`src/sv/wavhp_pkg.sv`:
```
// Shared types, tags and codes for the WAV header parser.
package wavhp_pkg;

  typedef struct packed {
    logic [7:0] file_byte;
    logic       first_byte;
    logic       end_of_file;
  } in_word_t;

  typedef struct packed {
    logic [2:0]  status;
    logic [15:0] channel_count;
    logic [31:0] sample_rate;
    logic [15:0] bits_per_sample;
    logic [31:0] data_length;
    logic [34:0] frame_count;
  } out_word_t;

  // Result status codes
  localparam logic [2:0] ST_OK         = 3'd0;
  localparam logic [2:0] ST_NOT_WAVE   = 3'd1;
  localparam logic [2:0] ST_COMPRESSED = 3'd2;
  localparam logic [2:0] ST_TRUNCATED  = 3'd3;
  localparam logic [2:0] ST_NO_FMT     = 3'd4;

  // Chunk tags, first character in the top byte
  localparam logic [31:0] TAG_RIFF = 32'h5249_4646;
  localparam logic [31:0] TAG_WAVE = 32'h5741_5645;
  localparam logic [31:0] TAG_FMT  = 32'h666D_7420;
  localparam logic [31:0] TAG_DATA = 32'h6461_7461;

  localparam logic [15:0] PCM_TAG      = 16'd1;
  localparam logic [31:0] FMT_BODY_LEN = 32'd16;

  // Byte positions inside the file header, chunk header and fmt body
  localparam logic [3:0] HEAD_RIFF_LAST = 4'd3;
  localparam logic [3:0] HEAD_LAST      = 4'd11;
  localparam logic [3:0] CHUNK_TAG_LEN  = 4'd4;
  localparam logic [3:0] CHUNK_LAST     = 4'd7;
  localparam logic [3:0] FMT_LAST       = 4'd15;

  // Quotient bits of the frame-count division
  localparam int unsigned DIV_STEPS = 35;

  typedef enum logic [2:0] {
    STEP_NONE,
    STEP_HEAD,
    STEP_CHUNK,
    STEP_FMT,
    STEP_SKIP
  } step_t;

  typedef struct packed {
    step_t      step;
    logic       restart;
    logic       load_err;
    logic [2:0] err_code;
    logic       div_start;
    logic       load_ok;
  } dp_cmd_t;

  typedef struct packed {
    logic head_last;
    logic head_tags_ok;
    logic chunk_last;
    logic tag_fmt;
    logic tag_data;
    logic fmt_short;
    logic chunk_empty;
    logic fmt_last;
    logic fmt_pcm;
    logic fmt_no_tail;
    logic fmt_seen;
    logic skip_end;
    logic div_done;
    logic out_full;
  } dp_status_t;

endpackage

```
`src/sv/wavhp_ctrl.sv`:
```
// Controller: parse phase sequencing, result and division commands.
module wavhp_ctrl (
  input  logic                  clk,
  input  logic                  rst_n,
  input  logic                  in_valid,
  input  logic                  in_first,
  input  logic                  in_eof,
  input  logic                  out_ready,
  input  wavhp_pkg::dp_status_t sts,
  output logic                  in_ready,
  output wavhp_pkg::dp_cmd_t    cmd
);

  typedef enum logic [2:0] {
    S_IDLE,
    S_HEAD,
    S_CHUNK,
    S_FMT,
    S_SKIP,
    S_DIV,
    S_DONE
  } state_t;

  state_t state_r, state_nxt, eff;
  logic   accept;
  logic   active;
  logic   hit;
  logic   err;
  logic [2:0] err_code;

  assign in_ready = (state_r != S_DIV) && (!sts.out_full || out_ready);
  assign accept   = in_valid && in_ready;
  assign eff      = in_first ? S_HEAD : state_r;

  always_comb begin
    state_nxt = state_r;
    cmd       = '0;
    cmd.step  = wavhp_pkg::STEP_NONE;
    active    = 1'b0;
    hit       = 1'b0;
    err       = 1'b0;
    err_code  = wavhp_pkg::ST_OK;
    if (state_r == S_DIV) begin
      if (sts.div_done) begin
        cmd.load_ok = 1'b1;
        state_nxt   = S_DONE;
      end
    end else if (accept) begin
      cmd.restart = in_first;
      state_nxt   = eff;
      unique case (eff)
        S_HEAD: begin
          active   = 1'b1;
          cmd.step = wavhp_pkg::STEP_HEAD;
          if (sts.head_last) begin
            if (!sts.head_tags_ok) begin
              err      = 1'b1;
              err_code = wavhp_pkg::ST_NOT_WAVE;
            end else begin
              state_nxt = S_CHUNK;
            end
          end
        end
        S_CHUNK: begin
          active   = 1'b1;
          cmd.step = wavhp_pkg::STEP_CHUNK;
          if (sts.chunk_last) begin
            if (sts.tag_fmt) begin
              if (sts.fmt_short) begin
                err      = 1'b1;
                err_code = wavhp_pkg::ST_TRUNCATED;
              end else begin
                state_nxt = S_FMT;
              end
            end else if (sts.tag_data) begin
              if (!sts.fmt_seen) begin
                err      = 1'b1;
                err_code = wavhp_pkg::ST_NO_FMT;
              end else begin
                // Good header: frame count comes from the divider
                hit           = 1'b1;
                cmd.div_start = 1'b1;
                state_nxt     = S_DIV;
              end
            end else begin
              state_nxt = sts.chunk_empty ? S_CHUNK : S_SKIP;
            end
          end
        end
        S_FMT: begin
          active   = 1'b1;
          cmd.step = wavhp_pkg::STEP_FMT;
          if (sts.fmt_last) begin
            if (!sts.fmt_pcm) begin
              err      = 1'b1;
              err_code = wavhp_pkg::ST_COMPRESSED;
            end else begin
              state_nxt = sts.fmt_no_tail ? S_CHUNK : S_SKIP;
            end
          end
        end
        S_SKIP: begin
          active   = 1'b1;
          cmd.step = wavhp_pkg::STEP_SKIP;
          if (sts.skip_end) state_nxt = S_CHUNK;
        end
        default: active = 1'b0;
      endcase
      // End of file without a result of its own reports truncation
      if (active && !err && !hit && in_eof) begin
        err      = 1'b1;
        err_code = wavhp_pkg::ST_TRUNCATED;
      end
      if (err) begin
        cmd.load_err = 1'b1;
        cmd.err_code = err_code;
        state_nxt    = S_DONE;
      end
    end
  end

  always_ff @(posedge clk) begin
    if (!rst_n) begin
      state_r <= S_IDLE;
    end else begin
      state_r <= state_nxt;
    end
  end

endmodule
```
`config.mk`:
```
export PLATFORM = sky130hd
export DESIGN_NAME = wavhp_ctrl
export DESIGN_NICKNAME = d
export VERILOG_FILES = /design/src/sv/wavhp_pkg.sv /design/src/sv/wavhp_ctrl.sv
export SDC_FILE = /design/constraint.sdc
export NUM_CORES = 1
export LEC_CHECK = 0
export ABC_AREA = 1
export BUFFER_PORTS_ARGS = -buffer_cell sky130_fd_sc_hd__buf_2
export CAP_MARGIN = 10
export CELL_PAD_IN_SITES_DETAIL_PLACEMENT = 1
export CELL_PAD_IN_SITES_GLOBAL_PLACEMENT = 2
export CORE_ASPECT_RATIO = 1.5
export CORE_MARGIN = 1.5
export CORE_UTILIZATION = 22
export CTS_BUF_LIST = sky130_fd_sc_hd__clkbuf_4 sky130_fd_sc_hd__clkbuf_8
export DETAILED_ROUTE_END_ITERATION = 16
export GPL_TIMING_DRIVEN = 0
export PLACE_DENSITY_LB_ADDON = 0.1
export SYNTH_ARGS = -nofsm -noshare
export SYNTH_HDL_FRONTEND = slang
export SYNTH_SLANG_ARGS = --single-unit
```
`constraint.sdc`:
```
create_clock -name clk -period 2.5 [get_ports clk]
set_input_delay 0.375 -clock clk [delete_from_list [all_inputs] [get_ports clk]]
set_output_delay 0.375 -clock clk [all_outputs]
set_load 0.02 [all_outputs]
```
==> insert_results.sql <==
INSERT INTO impl_metrics (metric_group, metric, value, unit) VALUES
('run_status', 'run_status', 'completed', ''),
('global_routing', 'global_route.overflow_total', '0', ''),
('critical_path', 'crit_type', 'reg2out', ''),
('floorplan', 'rows', '23', ''),
('synth', 'flip_flop_and_latch_count_after_synthesis', '3', ''),
('detailed_routing', 'drt_pass1_iterations', '2', ''),
('critical_path', 'timing.critical_path.required', '2.12', 'ns'),
('synth', 'unique_cell_type_count_in_the_yosys_netlist', '19', ''),
('timing', 'grt_setup_unrepaired', 'no', ''),
('timing', 'fin_skew', '0.004454', 'ns'),
('detailed_routing', 'antenna_left', '0', ''),
('hold_path', 'hold_path_class', 'in2reg', ''),
('cts', 'clock_tree_from_tritoncts', 'yes', ''),
('timing', 'setup-tns-final', '0', 'ns'),
('cts', 'post-cts-setup-buffers', '0', ''),
('global_routing', 'grt_use_total', '15.10', '%'),
('cells_and_area', 'max_reg_flops', '3', ''),
('floorplan', 'fp.dieH', '67.13', 'um'),
('cts', 'ctsHoldBuffers', '0', ''),
('timing', 'maxClockFrequency', '454.5', 'MHz'),
('flow_run', 'reported_max_cap_violation_count', '0', ''),
('synth', 'synth-seq-area-share', '9.959', '%'),
('cts', 'cts_resized', '0', ''),
('critical_path', 'critical_path_peak_fanout', '6', ''),
('cells_and_area', 'design.final.nets', '175', ''),
('cells_and_area', 'area_growth_from_synthesis_to_layout', '40.66', '%'),
('detailed_routing', 'remaining_drc_errors', '0', ''),
('synth', 'post_synth_inst_count', '120', ''),
('global_routing', 'largest_net_degree_at_the_start_of_global_routing', '11', ''),
('power', 'netSwitchingFraction', '36.92', '%'),
('timing', 'report.final.slew_viol_count', '0', ''),
('timing', 'timing.final.crit_share', '88.00', '%'),
('critical_path', 'worstSetupEndpointType', 'primary output', ''),
('global_routing', 'grt_pass1_vias', '803', ''),
('detailed_routing', 'vias', '827', ''),
('timing', 'worst-slew-pin-transition', '0.4244', 'ns'),
('placement', 'place_hpwl', '1.804', 'mm'),
('power', 'power_frac_clock', '44.5', '%'),
('cells_and_area', 'finalCoreUtilization', '32.04', '%'),
('timing', 'fin_crit', '2.200', 'ns'),
('critical_path', 'timing.critical_path.from_type', 'register', ''),
('cells_and_area', 'layout-drive-gt1-share', '34.42', '%'),
('cts', 'cts.root.buffer_cell', 'clkbuf_8', ''),
('power', 'post-layout-total-power', '0.0003495', 'W'),
('power', 'internal-power', '0.0002205', 'W'),
('detailed_routing', 'post_drt_wl_per_cell', '11.08', 'um'),
('power', 'ir_drop', '0.3352', 'mV'),
('synth', 'syn_area_per_cell', '5.026', 'sq um'),
('floorplan', 'dieArea', '3071', 'sq um'),
('cells_and_area', 'n_fill_cell', '402', ''),
('floorplan', 'boundaryPins', '31', ''),
('global_routing', 'antenna_found_initial', '0', ''),
('cts', 'tritoncts_buffers', '3', ''),
('global_routing', 'grt_first_pass_wirelength', '3.408', 'mm'),
('detailed_routing', 'ratio_of_routed_vias_to_standard_cells', '4.330', ''),
('power', 'p_switching', '0.0001290', 'W'),
('placement', 'portbufs', '30', ''),
('cells_and_area', 'final_cell_area', '848.3', 'sq um'),
('floorplan', 'chipWidth', '45.75', 'um'),
('cells_and_area', 'largest_register', 'state_r', ''),
('floorplan', 'start_util', '22.78', '%'),
('cts', 'clkSinkCount', '3', ''),
('cts', 'worstSkewPairLatency', '0.22', 'ns'),
('placement', 'globalplace.congestion', '0.8077', ''),
('critical_path', 'critical_path_arrival', '1.83', 'ns'),
('power', 'power_frac_seq', '18.1', '%'),
('synth', 'syn_nets', '140', ''),
('cells_and_area', 'num_antenna_cells', '0', ''),
('cells_and_area', 'top_regs', 'state_r x3', ''),
('power', 'pwr_density_cell', '412.0', 'nW/um^2'),
('synth', 'netlist_area', '603.1', 'sq um'),
('placement', 'placedInstanceArea', '799.5', 'sq um'),
('power', 'leakagePower', '0.5086', 'nW'),
('cts', 'clk_path_buf_depth', '2', ''),
('timing', 'setup_viol', '0', ''),
('cts', 'worst_setup_hold_path_clk_slew', '0.03', 'ns'),
('detailed_routing', 'routed_wl', '2.117', 'mm'),
('synth', 'yosysWarnings', '0', ''),
('power', 'pwr-share-comb', '37.4', '%'),
('timing', 'slew_headroom', '71.40', '%'),
('detailed_routing', 'drtIter0Drc', '4', ''),
('cts', 'cts-htree-levels', '1', ''),
('floorplan', 'core-area', '2648', 'sq um'),
('timing', 'hold_viol', '0', '');
worst max-delay path, stage by stage (launching register included):
cell,delay [ns]
dfxtp_1,0.37
nor2_1,0.30
nand2_1,0.20
nand3_1,0.16
nand3_2,0.13
nor3_2,0.16
nor2_1,0.06
nor2_1,0.07
buf_2,0.16
power by group through the flow:
stage,clock network (W),registers [W],logic (W)
after CTS,0.000159,0.0000634,0.000133
after global placement,0,0.0000645,0.000131
after detailed placement,0,0.0000639,0.000133
after global routing,0.000161,0.0000644,0.000149
final,0.000155,0.0000634,0.000131
after floorplan,0,0.0000613,0.0000878
per-stage QoR:
stage          cells  hold WS, ns  setup WS [ns]
2_1_floorplan    120       0.5134         0.5641
3_3_place_gp     187       0.5997         0.4657
3_5_place_dp     187       0.5965         0.4349
4_1_cts          191       0.4175         0.2847
5_1_grt          191       0.4458         0.1036
6_report         191       0.4213         0.2999
layer usage:
metal	routed length, um	global-route usage [%]
met3	46	0.8130
met4	21	5.357
met1	879	17.26
met5	0	0
met2	1169	28.17
cells in the final DEF, fill, tap and decap left out, types with 4 or more instances in the layout:
| master | instances |
|---|---|
| inv_2 | 4 |
| inv_1 | 18 |
| nand2_1 | 29 |
| nor2_1 | 27 |
| nand3_1 | 14 |
| buf_2 | 31 |
| nand3_2 | 4 |
kinds of logic after synthesis:
logic type	Yosys count	share of synthesized area, %
flops	3	9.959
buf+inv	23	14.52
compound gates	7	7.468
simple gates	87	68.05
cells in the mapped netlist (all sizes together):
master	count	area [sq um]
nand2	32	127.6
nor2	31	131.4
inv	22	82.57
nand3	18	110.1
a21oi	4	23.77
dfxtp	3	60.06
nand4	3	18.77
nor3	2	15.01
o21ai	2	10.01
buf	1	5.000
nand3b	1	7.510
o21bai	1	11.26
layout make-up:
class	count	area, sq um	area share (%)
inverter	22	82.58	9.735
buffer	1	5.005	0.5900
timing repair buffer	30	150.1	17.70
sequential	3	60.06	7.080
multi-input combinational	94	455.4	53.69
tap	37	46.29	5.457
clock buffer	4	48.80	5.752
worst paths after layout:
check                   from         end  slack (ns)  depth (start not counted)
hold / removal         rst_n  state_r[2]        0.42                          3
setup / recovery  state_r[0]      cmd[2]        0.30                          8
hold reg to reg   state_r[1]  state_r[1]        0.60                          2
setup reg to reg  state_r[0]  state_r[0]        0.93                          8
(Power assumes the default switching activity.)
