<file path="src/sv/wavhp_pkg.sv">
// Shared types, tags and codes for the WAV header parser.
package wavhp_pkg;

  typedef struct packed {
    logic [7:0] file_byte;
    logic       first_byte;
    logic       end_of_file;
  } in_word_t;

  typedef struct packed {
    logic [2:0]  status;
    logic [15:0] channel_count;
    logic [31:0] sample_rate;
    logic [15:0] bits_per_sample;
    logic [31:0] data_length;
    logic [34:0] frame_count;
  } out_word_t;

  // Result status codes
  localparam logic [2:0] ST_OK         = 3'd0;
  localparam logic [2:0] ST_NOT_WAVE   = 3'd1;
  localparam logic [2:0] ST_COMPRESSED = 3'd2;
  localparam logic [2:0] ST_TRUNCATED  = 3'd3;
  localparam logic [2:0] ST_NO_FMT     = 3'd4;

  // Chunk tags, first character in the top byte
  localparam logic [31:0] TAG_RIFF = 32'h5249_4646;
  localparam logic [31:0] TAG_WAVE = 32'h5741_5645;
  localparam logic [31:0] TAG_FMT  = 32'h666D_7420;
  localparam logic [31:0] TAG_DATA = 32'h6461_7461;

  localparam logic [15:0] PCM_TAG      = 16'd1;
  localparam logic [31:0] FMT_BODY_LEN = 32'd16;

  // Byte positions inside the file header, chunk header and fmt body
  localparam logic [3:0] HEAD_RIFF_LAST = 4'd3;
  localparam logic [3:0] HEAD_LAST      = 4'd11;
  localparam logic [3:0] CHUNK_TAG_LEN  = 4'd4;
  localparam logic [3:0] CHUNK_LAST     = 4'd7;
  localparam logic [3:0] FMT_LAST       = 4'd15;

  // Quotient bits of the frame-count division
  localparam int unsigned DIV_STEPS = 35;

  typedef enum logic [2:0] {
    STEP_NONE,
    STEP_HEAD,
    STEP_CHUNK,
    STEP_FMT,
    STEP_SKIP
  } step_t;

  typedef struct packed {
    step_t      step;
    logic       restart;
    logic       load_err;
    logic [2:0] err_code;
    logic       div_start;
    logic       load_ok;
  } dp_cmd_t;

  typedef struct packed {
    logic head_last;
    logic head_tags_ok;
    logic chunk_last;
    logic tag_fmt;
    logic tag_data;
    logic fmt_short;
    logic chunk_empty;
    logic fmt_last;
    logic fmt_pcm;
    logic fmt_no_tail;
    logic fmt_seen;
    logic skip_end;
    logic div_done;
    logic out_full;
  } dp_status_t;

endpackage

</file>
<file path="src/sv/wavhp_div.sv">
// Restoring divider for the frame count: (length * 8) / divisor, one bit a cycle.
module wavhp_div (
  input  logic        clk,
  input  logic        rst_n,
  input  logic        start,
  input  logic [31:0] length_in,
  input  logic [31:0] divisor,
  output logic        done,
  output logic [34:0] quotient
);

  localparam int CW = $clog2(wavhp_pkg::DIV_STEPS + 1);
  localparam logic [CW-1:0] STEPS = CW'(wavhp_pkg::DIV_STEPS);

  logic [34:0]   quo_r, quo_nxt;
  logic [32:0]   rem_r, rem_nxt;
  logic [31:0]   dsr_r;
  logic          zero_r;
  logic [CW-1:0] cnt_r;
  logic          busy_r;
  logic          done_r;
  logic [32:0]   rem_sh;

  always_comb begin
    rem_sh = {rem_r[31:0], quo_r[34]};
    if (rem_sh >= {1'b0, dsr_r}) begin
      rem_nxt = rem_sh - {1'b0, dsr_r};
      quo_nxt = {quo_r[33:0], 1'b1};
    end else begin
      rem_nxt = rem_sh;
      quo_nxt = {quo_r[33:0], 1'b0};
    end
  end

  always_ff @(posedge clk) begin
    if (!rst_n) begin
      busy_r <= 1'b0;
      done_r <= 1'b0;
      cnt_r  <= '0;
    end else begin
      done_r <= 1'b0;
      if (start) begin
        busy_r <= 1'b1;
        cnt_r  <= STEPS;
      end else if (busy_r) begin
        cnt_r <= cnt_r - 1'b1;
        if (cnt_r == CW'(1)) begin
          busy_r <= 1'b0;
          done_r <= 1'b1;
        end
      end
    end
  end

  always_ff @(posedge clk) begin
    if (start) begin
      quo_r  <= {length_in, 3'b000};
      rem_r  <= '0;
      dsr_r  <= divisor;
      zero_r <= (divisor == '0);
    end else if (busy_r) begin
      quo_r <= quo_nxt;
      rem_r <= rem_nxt;
    end
  end

  assign done     = done_r;
  assign quotient = zero_r ? '0 : quo_r;

endmodule

</file>
<file path="src/sv/wavhp_dp.sv">
// Datapath: tag and length shifters, fmt fields, divider and result register.
module wavhp_dp (
  input  logic                   clk,
  input  logic                   rst_n,
  input  wavhp_pkg::in_word_t    in_word,
  input  wavhp_pkg::dp_cmd_t     cmd,
  input  logic                   out_ready,
  output wavhp_pkg::dp_status_t  sts,
  output logic                   out_valid,
  output wavhp_pkg::out_word_t   out_word
);

  logic [3:0]  idx_r, idx_nxt, cur_idx;
  logic [31:0] tag_r, tag_nxt, cur_tag;
  logic [31:0] len_r, len_nxt, cur_len;
  logic [15:0] ftag_r, ftag_nxt, cur_ftag;
  logic [15:0] chan_r, chan_nxt, cur_chan;
  logic [31:0] rate_r, rate_nxt, cur_rate;
  logic [15:0] bits_r, bits_nxt, cur_bits;
  logic        seen_r, seen_nxt, cur_seen;
  logic        out_valid_r;
  wavhp_pkg::out_word_t out_r, res_nxt;

  logic [7:0]  b;
  logic [31:0] tag_new;
  logic [31:0] len_new;
  logic [31:0] chunk_skip;
  logic [31:0] fmt_skip;
  logic        div_done;
  logic [34:0] quotient;

  // A new file starts from cleared state
  assign cur_idx  = cmd.restart ? '0 : idx_r;
  assign cur_tag  = cmd.restart ? '0 : tag_r;
  assign cur_len  = cmd.restart ? '0 : len_r;
  assign cur_ftag = cmd.restart ? '0 : ftag_r;
  assign cur_chan = cmd.restart ? '0 : chan_r;
  assign cur_rate = cmd.restart ? '0 : rate_r;
  assign cur_bits = cmd.restart ? '0 : bits_r;
  assign cur_seen = cmd.restart ? 1'b0 : seen_r;

  assign b       = in_word.file_byte;
  assign tag_new = {cur_tag[23:0], b};

  always_comb begin
    len_new = cur_len;
    unique case (cur_idx[1:0])
      2'd0: len_new[7:0]   = cur_len[7:0]   | b;
      2'd1: len_new[15:8]  = cur_len[15:8]  | b;
      2'd2: len_new[23:16] = cur_len[23:16] | b;
      2'd3: len_new[31:24] = cur_len[31:24] | b;
      default: len_new = cur_len;
    endcase
  end

  // Skip counters hold the padded length minus one
  assign chunk_skip = len_new[0] ? len_new : len_new - 32'd1;
  assign fmt_skip   = cur_len[0] ? cur_len - wavhp_pkg::FMT_BODY_LEN
                                 : cur_len - wavhp_pkg::FMT_BODY_LEN - 32'd1;

  always_comb begin
    idx_nxt  = cur_idx;
    tag_nxt  = cur_tag;
    len_nxt  = cur_len;
    ftag_nxt = cur_ftag;
    chan_nxt = cur_chan;
    rate_nxt = cur_rate;
    bits_nxt = cur_bits;
    seen_nxt = cur_seen;
    unique case (cmd.step)
      wavhp_pkg::STEP_HEAD: begin
        tag_nxt = tag_new;
        if (cur_idx == wavhp_pkg::HEAD_RIFF_LAST) len_nxt = tag_new;
        if (cur_idx == wavhp_pkg::HEAD_LAST) begin
          idx_nxt = '0;
          len_nxt = '0;
        end else begin
          idx_nxt = cur_idx + 4'd1;
        end
      end
      wavhp_pkg::STEP_CHUNK: begin
        if (cur_idx < wavhp_pkg::CHUNK_TAG_LEN) begin
          tag_nxt = tag_new;
          if (cur_idx == '0) len_nxt = '0;
          idx_nxt = cur_idx + 4'd1;
        end else if (cur_idx != wavhp_pkg::CHUNK_LAST) begin
          len_nxt = len_new;
          idx_nxt = cur_idx + 4'd1;
        end else begin
          idx_nxt = '0;
          if (cur_tag == wavhp_pkg::TAG_FMT || cur_tag == wavhp_pkg::TAG_DATA) begin
            len_nxt = len_new;
          end else begin
            len_nxt = chunk_skip;
          end
        end
      end
      wavhp_pkg::STEP_FMT: begin
        unique case (cur_idx)
          4'd0:    ftag_nxt[7:0]   = b;
          4'd1:    ftag_nxt[15:8]  = b;
          4'd2:    chan_nxt[7:0]   = b;
          4'd3:    chan_nxt[15:8]  = b;
          4'd4:    rate_nxt[7:0]   = b;
          4'd5:    rate_nxt[15:8]  = b;
          4'd6:    rate_nxt[23:16] = b;
          4'd7:    rate_nxt[31:24] = b;
          4'd14:   bits_nxt[7:0]   = b;
          4'd15:   bits_nxt[15:8]  = b;
          default: ftag_nxt = cur_ftag;
        endcase
        if (cur_idx == wavhp_pkg::FMT_LAST) begin
          seen_nxt = 1'b1;
          len_nxt  = fmt_skip;
          idx_nxt  = '0;
        end else begin
          idx_nxt = cur_idx + 4'd1;
        end
      end
      wavhp_pkg::STEP_SKIP: begin
        if (cur_len == '0) begin
          idx_nxt = '0;
        end else begin
          len_nxt = cur_len - 32'd1;
        end
      end
      default: idx_nxt = cur_idx;
    endcase
  end

  always_ff @(posedge clk) begin
    if (!rst_n) begin
      idx_r  <= '0;
      seen_r <= 1'b0;
    end else begin
      idx_r  <= idx_nxt;
      seen_r <= seen_nxt;
    end
  end

  always_ff @(posedge clk) begin
    tag_r  <= tag_nxt;
    len_r  <= len_nxt;
    ftag_r <= ftag_nxt;
    chan_r <= chan_nxt;
    rate_r <= rate_nxt;
    bits_r <= bits_nxt;
  end

  wavhp_div u_div (
    .clk       (clk),
    .rst_n     (rst_n),
    .start     (cmd.div_start),
    .length_in (len_new),
    .divisor   (32'(bits_r) * 32'(chan_r)),
    .done      (div_done),
    .quotient  (quotient)
  );

  always_comb begin
    res_nxt = '0;
    if (cmd.load_ok) begin
      res_nxt.status          = wavhp_pkg::ST_OK;
      res_nxt.channel_count   = chan_r;
      res_nxt.sample_rate     = rate_r;
      res_nxt.bits_per_sample = bits_r;
      res_nxt.data_length     = len_r;
      res_nxt.frame_count     = quotient;
    end else begin
      res_nxt.status = cmd.err_code;
    end
  end

  always_ff @(posedge clk) begin
    if (!rst_n) begin
      out_valid_r <= 1'b0;
    end else if (cmd.load_err || cmd.load_ok) begin
      out_valid_r <= 1'b1;
    end else if (out_ready) begin
      out_valid_r <= 1'b0;
    end
  end

  always_ff @(posedge clk) begin
    if (cmd.load_err || cmd.load_ok) out_r <= res_nxt;
  end

  assign out_valid = out_valid_r;
  assign out_word  = out_r;

  always_comb begin
    sts              = '0;
    sts.head_last    = (cur_idx == wavhp_pkg::HEAD_LAST);
    sts.head_tags_ok = (cur_len == wavhp_pkg::TAG_RIFF) && (tag_new == wavhp_pkg::TAG_WAVE);
    sts.chunk_last   = (cur_idx == wavhp_pkg::CHUNK_LAST);
    sts.tag_fmt      = (cur_tag == wavhp_pkg::TAG_FMT);
    sts.tag_data     = (cur_tag == wavhp_pkg::TAG_DATA);
    sts.fmt_short    = (len_new < wavhp_pkg::FMT_BODY_LEN);
    sts.chunk_empty  = (len_new == '0);
    sts.fmt_last     = (cur_idx == wavhp_pkg::FMT_LAST);
    sts.fmt_pcm      = (cur_ftag == wavhp_pkg::PCM_TAG);
    sts.fmt_no_tail  = (cur_len == wavhp_pkg::FMT_BODY_LEN);
    sts.fmt_seen     = cur_seen;
    sts.skip_end     = (cur_len == '0);
    sts.div_done     = div_done;
    sts.out_full     = out_valid_r;
  end

endmodule

</file>
<file path="config.mk">
export PLATFORM = sky130hd
export DESIGN_NAME = wavhp_dp
export DESIGN_NICKNAME = d
export VERILOG_FILES = /design/src/sv/wavhp_pkg.sv /design/src/sv/wavhp_div.sv /design/src/sv/wavhp_dp.sv
export SDC_FILE = /design/constraint.sdc
export NUM_CORES = 2
export LEC_CHECK = 0
export BUFFER_PORTS_ARGS = -buffer_cell sky130_fd_sc_hd__buf_2
export CAP_MARGIN = 20
export CORE_UTILIZATION = 35
export DETAILED_ROUTE_END_ITERATION = 10
export GPL_TIMING_DRIVEN = 1
export HOLD_SLACK_MARGIN = 0.08
export PLACE_DENSITY = 0.48
export SETUP_SLACK_MARGIN = 0.02
export SYNTH_ARGS = -nofsm -noshare
export SYNTH_HDL_FRONTEND = slang
export SYNTH_SLANG_ARGS = --single-unit
</file>
<file path="constraint.sdc">
create_clock -name clk -period 14.6 [get_ports clk]
set_input_delay 0 -clock clk [delete_from_list [all_inputs] [get_ports clk]]
set_output_delay 0 -clock clk [all_outputs]
set_load 0.05 [all_outputs]
</file>
==> run_summary.xml <==
<?xml version="1.0" encoding="UTF-8"?>
<metrics>
  <group name="run_status">
    <metric name="status" unit="">finished, final reports clean</metric>
  </group>
  <group name="synthesis">
    <metric name="synth.avg_cell_area" unit="um2">8.83</metric>
    <metric name="postSynth.asyncResetShare" unit="%">0</metric>
    <metric name="synth_top_flop_cell" unit="">edfxtp_1</metric>
    <metric name="synth_cell_types" unit="">98</metric>
    <metric name="syn_nets" unit="">3689</metric>
    <metric name="postSynthCellCount" unit="">3323</metric>
    <metric name="synth.cell_area" unit="mm2">0.0294</metric>
    <metric name="seq_area_frac_synth" unit="%">33.5</metric>
    <metric name="post_synth_edffs" unit="">199</metric>
    <metric name="synth.ff_latch_count" unit="">392</metric>
    <metric name="number_of_warnings_printed_during_yosys_synthesis" unit="">0</metric>
  </group>
  <group name="clocking">
    <metric name="clock_slew_seen_by_the_registers_of_the_worst_setup_and_hold_paths" unit="ns">0.06</metric>
    <metric name="clk-insertion-delay-late" unit="ns">0.64</metric>
    <metric name="cts_tree" unit="">built</metric>
    <metric name="max-clock-path-buffers" unit="">3</metric>
    <metric name="postCtsSetupRepairBufs" unit="">0</metric>
    <metric name="cts_made_buffers" unit="">48</metric>
    <metric name="cts-resized-gates" unit="">0</metric>
    <metric name="cts.hold.buffers_added" unit="">23</metric>
    <metric name="tritoncts_num_sinks" unit="">392</metric>
    <metric name="ctsHtreeMaxLevel" unit="">2</metric>
    <metric name="cts_root_buf" unit="">clkbuf_16</metric>
  </group>
  <group name="floorplanning">
    <metric name="core-area" unit="mm2">0.0825</metric>
    <metric name="initial_core_util" unit="%">35.6</metric>
    <metric name="dieArea" unit="mm2">0.0850</metric>
    <metric name="die_height" unit="um">292</metric>
    <metric name="pin_count" unit="">172</metric>
    <metric name="placement_rows" unit="">105</metric>
    <metric name="die_x" unit="um">292</metric>
  </group>
  <group name="worst_setup_path">
    <metric name="critical_path_required" unit="ns">15.05</metric>
    <metric name="critical_path_peak_fanout" unit="">18</metric>
    <metric name="worstRegToRegCells" unit="">23</metric>
    <metric name="crit_arrival" unit="ns">7.91</metric>
    <metric name="worst-setup-path-type" unit="">reg -&gt; reg</metric>
    <metric name="reg2reg_slack" unit="ns">7.14</metric>
    <metric name="timing.critical_path.from_type" unit="">flip-flop</metric>
    <metric name="crit-reg2reg-launch" unit="">bits_r[6]</metric>
    <metric name="critical_path.endpoint_type" unit="">flip-flop</metric>
    <metric name="worst_r2r_endpoint" unit="">u_div.zero_r</metric>
  </group>
  <group name="placed_design">
    <metric name="place.gp.congestion" unit="">0.975</metric>
    <metric name="placement.io_buffers" unit="">169</metric>
    <metric name="hpwl" unit="mm">66.7</metric>
    <metric name="place_inst" unit="">4420</metric>
  </group>
  <group name="min_path">
    <metric name="min_path_cells" unit="">3</metric>
    <metric name="min-delay-path-class" unit="">in -&gt; reg</metric>
    <metric name="worst_hold_endpoint" unit="">out_word[2]</metric>
    <metric name="hold_start" unit="">cmd[0]</metric>
  </group>
  <group name="finish">
    <metric name="layout.filler_cells" unit="">8438</metric>
    <metric name="layout.cells.non_filler" unit="">4533</metric>
    <metric name="insertedDiodeCount" unit="">0</metric>
    <metric name="syn2layout_area_growth" unit="%">12.5</metric>
    <metric name="drive_above_1_share" unit="%">10.0</metric>
    <metric name="number_of_nets_in_the_layout" unit="">3790</metric>
  </group>
  <group name="timing">
    <metric name="timing.fmax" unit="MHz">134</metric>
    <metric name="post_route_fraction_of_the_period_consumed_by_the_critical_path" unit="%">51.1</metric>
    <metric name="fin_skew" unit="ns">0.0611</metric>
    <metric name="worst-slew-pin-transition" unit="ns">1.10</metric>
    <metric name="relSlewSlack" unit="%">26.5</metric>
    <metric name="min_period" unit="ns">7.46</metric>
    <metric name="post_route_setup_tns" unit="ns">0</metric>
    <metric name="final-setup-viol-count" unit="">0</metric>
    <metric name="grt_setup_unrepaired" unit="">no</metric>
    <metric name="max_slew_violation_total_from_the_final_report" unit="">0</metric>
    <metric name="timing_hold_violations_final" unit="">0</metric>
  </group>
  <group name="detailed_routing">
    <metric name="wl_per_instance" unit="um">21.2</metric>
    <metric name="m1WireLength" unit="mm">45.8</metric>
    <metric name="via_count" unit="">24200</metric>
    <metric name="wirelength" unit="mm">96.0</metric>
    <metric name="drt_drc_violations_left" unit="">0</metric>
    <metric name="route.antenna.remaining_nets" unit="">0</metric>
    <metric name="highest_layer" unit="">met5</metric>
    <metric name="wl_met2" unit="mm">40.0</metric>
    <metric name="wl_met3" unit="mm">8.19</metric>
    <metric name="drt_iter0_markers" unit="">1936</metric>
    <metric name="detail_route.vias_per_cell" unit="">5.33</metric>
    <metric name="drt_pass1_iterations" unit="">9</metric>
  </group>
  <group name="global_route">
    <metric name="grt_pass1_wl" unit="mm">148</metric>
    <metric name="grt_max_degree" unit="">97</metric>
    <metric name="number_of_antenna_violations_at_the_first_check_in_global_routing" unit="">9</metric>
    <metric name="via_count_of_the_first_global_routing_pass" unit="">23900</metric>
    <metric name="overflow" unit="">0</metric>
    <metric name="grt.total_usage" unit="%">22.4</metric>
  </group>
  <group name="power_and_ir_drop">
    <metric name="ir_drop_worst_case_vdd" unit="mV">0.0998</metric>
    <metric name="static-leakage-power" unit="nW">14.4</metric>
    <metric name="powerDensity" unit="mW/mm2">93.2</metric>
  </group>
  <group name="flow_run">
    <metric name="max_cap_violations" unit="">0</metric>
  </group>
</metrics>
critical path: stages (launching register included):
cell and delay, ns:
dfxtp_1 0.98, nand2_1 0.17, fa_1 0.55, inv_1 0.05, fa_1 0.50, inv_1 0.06, fa_1 0.52, inv_1 0.05
fa_1 0.45, fa_1 0.50, inv_1 0.05, fa_1 0.52, inv_1 0.05, ha_1 0.34, nand2_1 0.16, o21ba_2 0.14
o2111ai_1 0.11, or4_1 0.41, nor4_1 0.31, nor4bb_1 0.33, nand4bb_1 0.14, or4_1 0.41, nor4_1 0.26, and4b_1 0.24
per-stage QoR:
| stage | setup WS [ns] | cell area (um2) | utilization (%) | power (mW) | hold slack, ns |
|---|---|---|---|---|---|
| after CTS | 7.05 | 33000 | 40.0 | 3.10 | 0.268 |
| after global placement | 7.07 | 31200 | 37.8 | 1.88 | 0.303 |
| after detailed placement | 7.05 | 31200 | 37.8 | 1.88 | 0.296 |
| final | 7.14 | 33000 | 40.0 | 3.08 | 0.110 |
| after floorplan | 8.02 | 29400 | - | 1.71 | 0.112 |
| after global routing | 6.67 | 33000 | 40.0 | 3.21 | 0.0997 |
placed cells by master (no fill, tap or decap), drive strengths merged, types with 35 or more instances in the layout:
cell,instances
a21o,35
a21oi,145
and2,268
buf,225
clkbuf,65
dfxtp,193
edfxtp,199
fa,195
ha,148
inv,292
nand2,550
nand3,78
nor2,180
nor2b,45
nor3,60
o21ai,180
xnor2,66
xor2,46
cell families after synthesis:
| kind of cell | share of synthesized area (%) |
|---|---|
| fa+ha+maj | 19.6 |
| simple gates | 22.4 |
| buf+inv | 6.39 |
| mux | 0.908 |
| flops | 33.5 |
| xor+xnor | 3.34 |
| compound gates | 13.8 |
state kept, by name, indices dropped and copies added (netlist names):
signal / count
rate_r: 32
out_valid: 1
u_div.rem_r: 32
tag_r: 32
u_div.zero_r: 1
idx_r: 4
out_word: 134
chan_r: 16
u_div.cnt_r: 6
u_div.done: 1
u_div.dsr_r: 32
bits_r: 16
len_r: 32
u_div.busy_r: 1
ftag_r: 16
u_div.quo_r: 35
seen_r: 1
power by group:
group          switching, mW  internal (mW)  total (mW)
Sequential            0.0556           1.21        1.27
Combinational          0.412          0.192       0.605
Clock                  0.519          0.687        1.21
Total                  0.987           2.09        3.08
worst max-delay path by stage:
stage          slack [ns]  startpoint      endpoint
4_1_cts              7.05   chan_r[1]  u_div.zero_r
3_5_place_dp         7.05   bits_r[6]  u_div.zero_r
5_1_grt              6.67   bits_r[6]  u_div.zero_r
3_3_place_gp         7.07   chan_r[1]  u_div.zero_r
2_1_floorplan        8.02   chan_r[7]  u_div.zero_r
6_report             7.14   bits_r[6]  u_div.zero_r
layer usage:
metal,GRT usage (%),up-vias
li1,-,11500
met1,32.7,11700
met2,32.9,857
met5,0,-
met4,5.02,8
met3,5.82,137
cell usage after synthesis, types with 45 or more instances:
master / n / area [um2]
xor2_1: 46 / 403
dfxtp_1: 193 / 3860
clkbuf_1: 163 / 612
a21oi_1: 144 / 721
fa_1: 195 / 3900
nor2b_1: 45 / 282
xnor2_1: 66 / 578
nand3_1: 78 / 390
edfxtp_1: 199 / 5980
o21ai_0: 174 / 871
inv_1: 288 / 1080
and2_1: 268 / 1680
nand2_1: 550 / 2060
nor2_1: 178 / 668
ha_1: 148 / 1850
nor3_1: 55 / 275
area by class of cell:
class | instances | area, um2 | area share (%)
inverter | 290 | 1090 | 3.30
sequential | 392 | 9840 | 29.8
clock inverter | 24 | 293 | 0.886
multi-input combinational | 2444 | 17700 | 53.5
timing repair buffer | 248 | 1510 | 4.57
tap | 1070 | 1340 | 4.05
clock buffer | 65 | 1290 | 3.92
(Power assumes the default switching activity.)
